**src/rtl/core/pfr_pkg.sv**
```systemverilog
// shared types and constants for the page frame replacement unit
// used by pfr_ctrl, pfr_datapath and page_frame_replacement
package pfr_pkg;

  localparam int FRAMES_DEF     = 64;
  localparam int STAMP_BITS_DEF = 32;

  localparam int OP_W       = 2;
  localparam int FRAME_NUM_W = 6;
  localparam int FIU_W      = 7;
  localparam int DATA_W     = 32;
  localparam int ADDR_W     = 3;
  localparam int REG_IDX_W  = 1;

  localparam logic [OP_W-1:0] OP_LOAD    = 2'd0;
  localparam logic [OP_W-1:0] OP_WRITE   = 2'd1;
  localparam logic [OP_W-1:0] OP_RELEASE = 2'd2;

  localparam logic [REG_IDX_W-1:0] REG_MODE = 1'b0;
  localparam logic [REG_IDX_W-1:0] REG_FIU  = 1'b1;

  localparam logic MODE_LRU   = 1'b0;
  localparam logic MODE_CLOCK = 1'b1;

  localparam logic [FIU_W-1:0] FIU_RESET = 7'd64;

  typedef struct packed {
    logic capture;
    logic ptr_clr;
    logic ptr_inc;
    logic take_ptr;
    logic lru_rd;
    logic lru_cmp;
    logic clk_init;
    logic clk_step;
    logic finish;
  } cmd_t;

  typedef struct packed {
    logic is_load;
    logic mode_clock;
    logic ptr_free;
    logic ptr_last;
    logic clk_hit;
    logic out_ready;
  } sts_t;

endpackage

```
**src/rtl/core/pfr_ctrl.sv**
```systemverilog
// sequencer for the page frame replacement unit
// issues cmd_t to pfr_datapath and reacts to its sts_t; depends on pfr_pkg
module pfr_ctrl import pfr_pkg::*; (
  input  logic clk_i,
  input  logic rst_ni,
  input  logic in_valid_i,
  output logic in_stall_o,
  input  sts_t sts_i,
  output cmd_t cmd_o
);

  localparam logic [2:0] ST_IDLE     = 3'd0;
  localparam logic [2:0] ST_DISPATCH = 3'd1;
  localparam logic [2:0] ST_FREE     = 3'd2;
  localparam logic [2:0] ST_LRU_RD   = 3'd3;
  localparam logic [2:0] ST_LRU_CMP  = 3'd4;
  localparam logic [2:0] ST_CLK_INIT = 3'd5;
  localparam logic [2:0] ST_CLK      = 3'd6;
  localparam logic [2:0] ST_FINISH   = 3'd7;

  logic [2:0] state_q, state_d;

  assign in_stall_o = (state_q != ST_IDLE);

  always_comb begin
    state_d = state_q;
    cmd_o   = '0;
    unique case (state_q)
      ST_IDLE: begin
        if (in_valid_i) begin
          cmd_o.capture = 1'b1;
          state_d = ST_DISPATCH;
        end
      end
      ST_DISPATCH: begin
        state_d = sts_i.is_load ? ST_FREE : ST_FINISH;
      end
      ST_FREE: begin
        priority if (sts_i.ptr_free) begin
          cmd_o.take_ptr = 1'b1;
          state_d = ST_FINISH;
        end else if (sts_i.ptr_last) begin
          cmd_o.ptr_clr = 1'b1;
          state_d = sts_i.mode_clock ? ST_CLK_INIT : ST_LRU_RD;
        end else begin
          cmd_o.ptr_inc = 1'b1;
        end
      end
      ST_LRU_RD: begin
        cmd_o.lru_rd = 1'b1;
        state_d = ST_LRU_CMP;
      end
      ST_LRU_CMP: begin
        cmd_o.lru_cmp = 1'b1;
        if (sts_i.ptr_last) begin
          state_d = ST_FINISH;
        end else begin
          cmd_o.ptr_inc = 1'b1;
          state_d = ST_LRU_RD;
        end
      end
      ST_CLK_INIT: begin
        cmd_o.clk_init = 1'b1;
        state_d = ST_CLK;
      end
      ST_CLK: begin
        cmd_o.clk_step = 1'b1;
        if (sts_i.clk_hit) begin
          state_d = ST_FINISH;
        end
      end
      ST_FINISH: begin
        if (sts_i.out_ready) begin
          cmd_o.finish = 1'b1;
          state_d = ST_IDLE;
        end
      end
      default: state_d = ST_IDLE;
    endcase
  end

  always_ff @(posedge clk_i or negedge rst_ni) begin
    if (!rst_ni) begin
      state_q <= ST_IDLE;
    end else begin
      state_q <= state_d;
    end
  end

endmodule

```
**src/rtl/core/pfr_datapath.sv**
```systemverilog
// frame table, stamp memory, clock hand, access counter and result register
// driven by pfr_ctrl through cmd_t; depends on pfr_pkg
module pfr_datapath import pfr_pkg::*; #(
  parameter int FRAMES     = FRAMES_DEF,
  parameter int STAMP_BITS = STAMP_BITS_DEF
) (
  input  logic                   clk_i,
  input  logic                   rst_ni,
  input  cmd_t                   cmd_i,
  output sts_t                   sts_o,
  input  logic                   mode_i,
  input  logic [FIU_W-1:0]       fiu_i,
  input  logic [OP_W-1:0]        op_i,
  input  logic [FRAME_NUM_W-1:0] frame_index_i,
  output logic                   out_valid_o,
  input  logic                   out_stall_i,
  output logic [FRAME_NUM_W-1:0] frame_number_o,
  output logic                   replaced_o,
  output logic                   victim_dirty_o,
  output logic                   bad_index_o
);

  localparam int FW   = $clog2(FRAMES);
  localparam int NW   = $clog2(FRAMES + 1);
  localparam int CW   = (NW > FIU_W) ? NW : FIU_W;
  localparam int CW_I = (CW > FRAME_NUM_W) ? CW : FRAME_NUM_W;

  logic [FRAMES-1:0]     free_q, mod_q, rec_q, svld_q;
  logic [STAMP_BITS-1:0] stamp_mem [FRAMES];
  logic [STAMP_BITS-1:0] rd_q, best_q, cnt_q, cnt_d, stamp_rd;
  logic                  rd_vld_q;

  logic [OP_W-1:0]        op_q;
  logic [FRAME_NUM_W-1:0] idx_q;
  logic [CW-1:0]          n_q, n_d, fiu_w;
  logic                   mode_q;
  logic [FW-1:0]          ptr_q, sel_q, hand_q, hand_nx, idx_f, wr_addr;
  logic [1:0]             sweep_q;
  logic                   repl_q;
  logic                   bad, wr_en, ptr_last, hand_last, clk_hit;

  logic                   out_valid_q;
  logic [FRAME_NUM_W-1:0] num_q, num_d;
  logic                   repl_o_q, dirty_q, bad_q, dirty_d, bad_d;

  // clamp of the participating frame count
  always_comb begin
    fiu_w = CW'(fiu_i);
    priority if (fiu_w == '0) begin
      n_d = CW'(1);
    end else if (fiu_w > CW'(FRAMES)) begin
      n_d = CW'(FRAMES);
    end else begin
      n_d = fiu_w;
    end
  end

  assign idx_f     = FW'(idx_q);
  assign bad       = (CW_I'(idx_q) >= CW_I'(n_q));
  assign ptr_last  = (CW'(ptr_q) == n_q - CW'(1));
  assign hand_last = (CW'(hand_q) == n_q - CW'(1));
  assign hand_nx   = hand_last ? '0 : hand_q + FW'(1);
  assign clk_hit   = sweep_q[0] ? (!rec_q[hand_q] && mod_q[hand_q])
                                : (!mod_q[hand_q] && !rec_q[hand_q]);
  assign stamp_rd  = rd_vld_q ? rd_q : '0;
  assign cnt_d     = (cnt_q == '1) ? cnt_q : cnt_q + STAMP_BITS'(1);

  assign sts_o.is_load    = (op_q == OP_LOAD);
  assign sts_o.mode_clock = (mode_q == MODE_CLOCK);
  assign sts_o.ptr_free   = free_q[ptr_q];
  assign sts_o.ptr_last   = ptr_last;
  assign sts_o.clk_hit    = clk_hit;
  assign sts_o.out_ready  = !out_valid_q || !out_stall_i;

  // result and stamp write of the finishing word
  always_comb begin
    num_d   = idx_q;
    dirty_d = 1'b0;
    bad_d   = 1'b0;
    wr_en   = 1'b0;
    wr_addr = idx_f;
    unique case (op_q)
      OP_LOAD: begin
        num_d   = FRAME_NUM_W'(sel_q);
        dirty_d = repl_q && mod_q[sel_q];
        wr_en   = 1'b1;
        wr_addr = sel_q;
      end
      OP_WRITE: begin
        bad_d = bad;
        wr_en = !bad;
      end
      OP_RELEASE: begin
        bad_d = bad;
      end
      default: begin
        num_d = idx_q;
      end
    endcase
  end

  always_ff @(posedge clk_i or negedge rst_ni) begin
    if (!rst_ni) begin
      free_q  <= '1;
      mod_q   <= '0;
      rec_q   <= '0;
      svld_q  <= '0;
      cnt_q   <= '0;
      hand_q  <= '0;
      sweep_q <= '0;
      ptr_q   <= '0;
      out_valid_q <= 1'b0;
    end else begin
      if (cmd_i.capture || cmd_i.ptr_clr) begin
        ptr_q <= '0;
      end else if (cmd_i.ptr_inc) begin
        ptr_q <= ptr_q + FW'(1);
      end
      if (cmd_i.clk_init) begin
        sweep_q <= '0;
        if (CW'(hand_q) >= n_q) begin
          hand_q <= '0;
        end
      end
      if (cmd_i.clk_step) begin
        hand_q <= hand_nx;
        if (!clk_hit) begin
          if (sweep_q[0]) begin
            rec_q[hand_q] <= 1'b0;
          end
          if (ptr_last) begin
            ptr_q   <= '0;
            sweep_q <= sweep_q + 2'd1;
          end else begin
            ptr_q <= ptr_q + FW'(1);
          end
        end
      end
      if (cmd_i.finish) begin
        if (wr_en) begin
          cnt_q <= cnt_d;
          svld_q[wr_addr] <= 1'b1;
          rec_q[wr_addr]  <= 1'b1;
          mod_q[wr_addr]  <= (op_q == OP_WRITE);
        end
        if (op_q == OP_LOAD) begin
          free_q[sel_q] <= 1'b0;
        end
        if (op_q == OP_RELEASE && !bad) begin
          free_q[idx_f] <= 1'b1;
        end
        out_valid_q <= 1'b1;
      end else if (!out_stall_i) begin
        out_valid_q <= 1'b0;
      end
    end
  end

  always_ff @(posedge clk_i) begin
    if (cmd_i.capture) begin
      op_q   <= op_i;
      idx_q  <= frame_index_i;
      n_q    <= n_d;
      mode_q <= mode_i;
      repl_q <= 1'b0;
    end
    if (cmd_i.take_ptr) begin
      sel_q  <= ptr_q;
      repl_q <= 1'b0;
    end
    if (cmd_i.lru_cmp) begin
      repl_q <= 1'b1;
      if (ptr_q == '0 || !(best_q < stamp_rd)) begin
        best_q <= stamp_rd;
        sel_q  <= ptr_q;
      end
    end
    if (cmd_i.clk_step && clk_hit) begin
      sel_q  <= hand_q;
      repl_q <= 1'b1;
    end
    if (cmd_i.finish) begin
      num_q    <= num_d;
      repl_o_q <= (op_q == OP_LOAD) && repl_q;
      dirty_q  <= dirty_d;
      bad_q    <= bad_d;
    end
  end

  // stamp memory, one write and one registered read port
  always_ff @(posedge clk_i) begin
    if (cmd_i.finish && wr_en) begin
      stamp_mem[wr_addr] <= cnt_d;
    end
    if (cmd_i.lru_rd) begin
      rd_q     <= stamp_mem[ptr_q];
      rd_vld_q <= svld_q[ptr_q];
    end
  end

  assign out_valid_o    = out_valid_q;
  assign frame_number_o = num_q;
  assign replaced_o     = repl_o_q;
  assign victim_dirty_o = dirty_q;
  assign bad_index_o    = bad_q;

endmodule

```
**src/rtl/core/page_frame_replacement.sv**
```systemverilog
// top level of the page frame replacement unit: config registers and the
// pfr_ctrl / pfr_datapath pair; depends on pfr_pkg
//
// a word on the input channel carries op_i (load, write access, release) and
// frame_index_i; each accepted word gives exactly one result word on the
// output channel. both channels use valid and stall, a word moves at a clock
// edge with valid high and stall low.
// one word is worked on at a time; with n frames in use:
//   write access, release, bad index: a dispatch step, then the finish step
//   load with a free frame at index k: free bits scanned one a cycle up to k
//   load in lru mode: free scan, then the stamp memory is read frame by frame,
//   each frame a read step, then a compare step
//   load in clock mode: free scan, then the hand walks one frame a cycle; a
//   victim turns up by the first frame of the fourth sweep
// a new word is taken while the last result still waits; if out_stall_i holds
// that result, the next one waits in the finish step and input stalls.
// reset frees every frame, clears use, modified and stamps, the hand and the
// access counter, and selects lru over 64 frames. the user is to write configuration
// over the apb-style port only while the unit is idle; the block does not enforce it.
module page_frame_replacement import pfr_pkg::*; #(
  parameter int FRAMES     = FRAMES_DEF,
  parameter int STAMP_BITS = STAMP_BITS_DEF
) (
  input  logic                   clk_i,
  input  logic                   rst_ni,
  input  logic                   psel,
  input  logic                   penable,
  input  logic                   pwrite,
  input  logic [ADDR_W-1:0]      paddr,
  input  logic [DATA_W-1:0]      pwdata,
  output logic [DATA_W-1:0]      prdata,
  output logic                   pready,
  input  logic                   in_valid_i,
  output logic                   in_stall_o,
  input  logic [OP_W-1:0]        op_i,
  input  logic [FRAME_NUM_W-1:0] frame_index_i,
  output logic                   out_valid_o,
  input  logic                   out_stall_i,
  output logic [FRAME_NUM_W-1:0] frame_number_o,
  output logic                   replaced_o,
  output logic                   victim_dirty_o,
  output logic                   bad_index_o
);

  logic             mode_q;
  logic [FIU_W-1:0] fiu_q;
  logic [REG_IDX_W-1:0] reg_idx;
  cmd_t cmd;
  sts_t sts;

  assign pready  = 1'b1;
  assign reg_idx = paddr[ADDR_W-1:2];

  always_ff @(posedge clk_i or negedge rst_ni) begin
    if (!rst_ni) begin
      mode_q <= MODE_LRU;
      fiu_q  <= FIU_RESET;
    end else if (psel && penable && pwrite && pready) begin
      unique case (reg_idx)
        REG_MODE: mode_q <= pwdata[0];
        REG_FIU:  fiu_q  <= pwdata[FIU_W-1:0];
        default:  mode_q <= mode_q;
      endcase
    end
  end

  always_comb begin
    unique case (reg_idx)
      REG_MODE: prdata = DATA_W'(mode_q);
      REG_FIU:  prdata = DATA_W'(fiu_q);
      default:  prdata = '0;
    endcase
  end

  pfr_ctrl u_ctrl (
    .clk_i      (clk_i),
    .rst_ni     (rst_ni),
    .in_valid_i (in_valid_i),
    .in_stall_o (in_stall_o),
    .sts_i      (sts),
    .cmd_o      (cmd)
  );

  pfr_datapath #(
    .FRAMES     (FRAMES),
    .STAMP_BITS (STAMP_BITS)
  ) u_datapath (
    .clk_i          (clk_i),
    .rst_ni         (rst_ni),
    .cmd_i          (cmd),
    .sts_o          (sts),
    .mode_i         (mode_q),
    .fiu_i          (fiu_q),
    .op_i           (op_i),
    .frame_index_i  (frame_index_i),
    .out_valid_o    (out_valid_o),
    .out_stall_i    (out_stall_i),
    .frame_number_o (frame_number_o),
    .replaced_o     (replaced_o),
    .victim_dirty_o (victim_dirty_o),
    .bad_index_o    (bad_index_o)
  );

endmodule
```
**config.mk**
```make
export PLATFORM = sky130hd
export DESIGN_NAME = page_frame_replacement
export DESIGN_NICKNAME = d
export VERILOG_FILES = /design/src/rtl/core/pfr_pkg.sv /design/src/rtl/core/pfr_ctrl.sv /design/src/rtl/core/pfr_datapath.sv /design/src/rtl/core/page_frame_replacement.sv
export SDC_FILE = /design/constraint.sdc
export NUM_CORES = 2
export LEC_CHECK = 0
export BUFFER_PORTS_ARGS = -buffer_cell sky130_fd_sc_hd__buf_2
export CORE_MARGIN = 5
export CORE_UTILIZATION = 31
export CTS_CLUSTER_SIZE = 24
export DETAILED_ROUTE_END_ITERATION = 6
export MAX_ROUTING_LAYER = met4
export PLACE_DENSITY = 0.56
export SLEW_MARGIN = 20
export SYNTH_ARGS = -nofsm -noshare
export SYNTH_HDL_FRONTEND = slang
export SYNTH_SLANG_ARGS = --single-unit
```
**constraint.sdc**
```tcl
create_clock -name clk_i -period 9.2 [get_ports clk_i]
set_input_delay 1.84 -clock clk_i [delete_from_list [all_inputs] [get_ports clk_i]]
set_output_delay 1.84 -clock clk_i [all_outputs]
set_load 0.03 [all_outputs]
```
==> impl_metrics.yaml <==
routing:
  ant_nets: 0
  vias: 48592
  drtIter0Drc: 4872
  wire_per_inst_um: 26.0
  wirelength_um: 244000
  drt-pass1-iter-count: 6
  drc: 0
  vias_per_cell: 5.18
sta:
  fmax_mhz: 196
  worst_clock_skew_ns: 0.105
  finalSetupViolCount: 0
  rsz0062_at_grt: "false"
  drv_slew: 0
  setup_tns_ns: 0
  finalCritPeriodShare_pct: 55.6
  hold_viol: 0
  worst_pin_slew_ns: 1.13
  relSlewSlack_pct: 24.5
  min_period_ns: 5.11
layout:
  drive_gt1_share_pct: 30.2
  multi_input_area_um2: 25700
  fillers: 29109
  stdcell_area_um2: 112000
  syn2layout_area_growth_pct: 14.1
  regArea_um2: 72300
  nets: 5113
clock_tree:
  cts_sinks: 2458
  cts_hold_buffers: 0
  h-tree-depth: 4
  cts_post_setup_buffers_inserted: 0
  cts_buffer_depth: 4
  clk_pin_slew_ns: 0.06
  post_cts_resized: 0
  insertion_delay_ns: 0.91
  cts_tree: "done"
  cts_made_buffers: 238
  cts.root.buffer_cell: "clkbuf_16"
setup_path:
  r2r-start: "u_ctrl.state_q[2]"
  cp-endpoint: "u_datapath.stamp_mem[32][19]"
  r2r-end: "u_datapath.stamp_mem[32][19]"
  required_ns: 9.61
  crit_path_start: "out_stall_i"
  critPathMaxFanout: 32
  r2r_cells: 6
  critical_path_arrival_ns: 5.52
  cp-end-kind: "flop"
  critPathKind: "input pin to flop"
  worstSetupStartpointType: "input pin"
  ff2ff_setup_slack_ns: 4.26
synth:
  ys.flop_type: "edfxtp_1"
  yosysTopAreaCellShare_pct: 65.2
  netlist_area_um2: 98500
  async_flop_share_pct: 12.7
  yosys.cell_types.count: 74
  synth.ff_latch_count: 2458
  syn_inst: 4855
  yosysSeqAreaShare_pct: 73.3
  avgSynthCellArea_um2: 20.3
  yosysWarnings: 0
  synth.area.top_cells: "edfxtp_1, mux4_2, dfrtp_1"
  yosysMostFrequentCell: "edfxtp_1"
  synth_edf_count: 2138
  ys_top_cells_by_count: "edfxtp_1, mux4_2, dfrtp_1"
  synth_top_area_cell: "edfxtp_1"
place:
  portBuffers: 40
  hpwl_um: 138000
  gp_congestion: 0.887
  place_area_um2: 105000
global_routing:
  grt.total_usage_pct: 14.9
  grt_max_degree: 131
  gr-total-overflow: 0
  grt_pass1_vias: 49964
  antenna_found_initial: 16
  grt_pass1_wl_um: 357000
power_and_ir_drop:
  leakage_nw: 36.1
  ir_drop_uv: 206
  powerDensity_nw_per_um2: 275
floorplanning:
  core_area_um2: 317000
  fp.dieH_um: 574
  std_cell_rows: 207
  start_util_pct: 31.1
  ios: 94
  dieArea_um2: 329000
  fp.dieW_um: 574
worst_hold_path:
  min_path_type: "flop to flop"
job:
  drv_cap: 0
status:
  status: "completed"
## metrics by stage
stage / hold WS, ns / util, % / worst slack [ns] / power [mW] / std cells
floorplan: 0.429 / - / 3.70 / 18.9 / 4879
global placement: 0.444 / 33.1 / 2.88 / 21.5 / 8952
detailed placement: 0.447 / 33.1 / 2.86 / 21.6 / 8952
CTS: 0.462 / 35.4 / 3.77 / 31.2 / 9380
global route: 0.480 / 35.4 / 3.91 / 32.1 / 9381
finish: 0.463 / 35.4 / 4.09 / 30.9 / 9384
## per-layer routing
layer | GRT usage [%] | part of all wire [%] | vias to the layer above
met4 | 3.40 | 2.2 | 0
met3 | 2.12 | 6.3 | 382
met2 | 24.1 | 49 | 1652
li1 | - | - | 20222
met1 | 20.1 | 42 | 26336
met5 | - | 0 | -
## final cells by class
cell class	count	area share, %
multi-input combinational	2050	22.8
timing repair buffer	186	1.25
sequential	2458	64.3
tap	4180	4.65
clock buffer	297	5.58
inverter	78	0.267
antenna	4	0.00890
clock inverter	131	1.11
## logic make-up after synthesis
family	count (synthesis)	share of synthesized area (%)
other	2	0.00762
and+or+nand+nor	587	2.91
DFF	2458	73.3
muxes	867	17.9
buffers and inverters	371	1.61
adders and majority gates	51	0.648
AOI/OAI and AO/OA	441	2.92
xor gates and xnor gates	78	0.693
## where the power goes
part / internal [mW] / switching (mW) / total [mW]
sequential: 12.7 / 0.357 / 13.1
combinational: 3.67 / 4.59 / 8.26
clock: 5.45 / 4.10 / 9.54
## registers in the layout, summed over array words and instances (netlist names), 7 cells and up
signal                cells
u_datapath.rd_q          32
u_datapath.free_q        64
u_datapath.n_q            7
u_datapath.rec_q         64
u_datapath.cnt_q         32
u_datapath.svld_q        64
u_datapath.mod_q         64
u_datapath.best_q        32
u_datapath.stamp_mem   2048
fiu_q                     7
## worst max-delay path, cell delays in order
cell and delay [ns]:
buf_2 0.10, nand2_1 0.12, nand2_1 0.24, nor2_4 0.60
o21ai_0 0.39, a21oi_1 0.90, nand3_1 0.40, inv_2 0.91
## how the worst min path moves through the flow
stage / start / end / slack [ns] / depth (start not counted)
2_1_floorplan: u_datapath.svld_q[10] / u_datapath.svld_q[10] / 0.43 / 1
4_1_cts: u_datapath.svld_q[27] / u_datapath.svld_q[27] / 0.46 / 1
5_1_grt: u_datapath.svld_q[46] / u_datapath.svld_q[46] / 0.48 / 1
3_3_place_gp: u_datapath.svld_q[32] / u_datapath.svld_q[32] / 0.44 / 1
3_5_place_dp: u_datapath.svld_q[27] / u_datapath.svld_q[27] / 0.45 / 1
6_report: u_datapath.svld_q[18] / u_datapath.svld_q[18] / 0.46 / 1
## cells in the final DEF, fill, tap and decap left out, types with 34 or more instances in the layout
cell / synthesis / layout
clkinv_1: 2 / 44
nand2_1: 171 / 170
clkbuf_16: 0 / 242
clkinv_2: 0 / 55
buf_4: 31 / 137
clkbuf_1: 183 / 54
or2_2: 56 / 56
ha_1: 51 / 50
dfrtp_1: 248 / 243
buf_2: 48 / 39
inv_1: 74 / 66
nand3_1: 74 / 74
a21oi_1: 35 / 34
mux2i_1: 60 / 59
mux4_2: 703 / 703
mux2_2: 102 / 101
o31ai_1: 41 / 41
xnor2_1: 51 / 36
nor2_4: 1 / 60
o21ai_0: 193 / 191
dfstp_2: 65 / 65
nor2_1: 128 / 68
edfxtp_1: 2138 / 2138
Power figures use the tool's default switching activity.
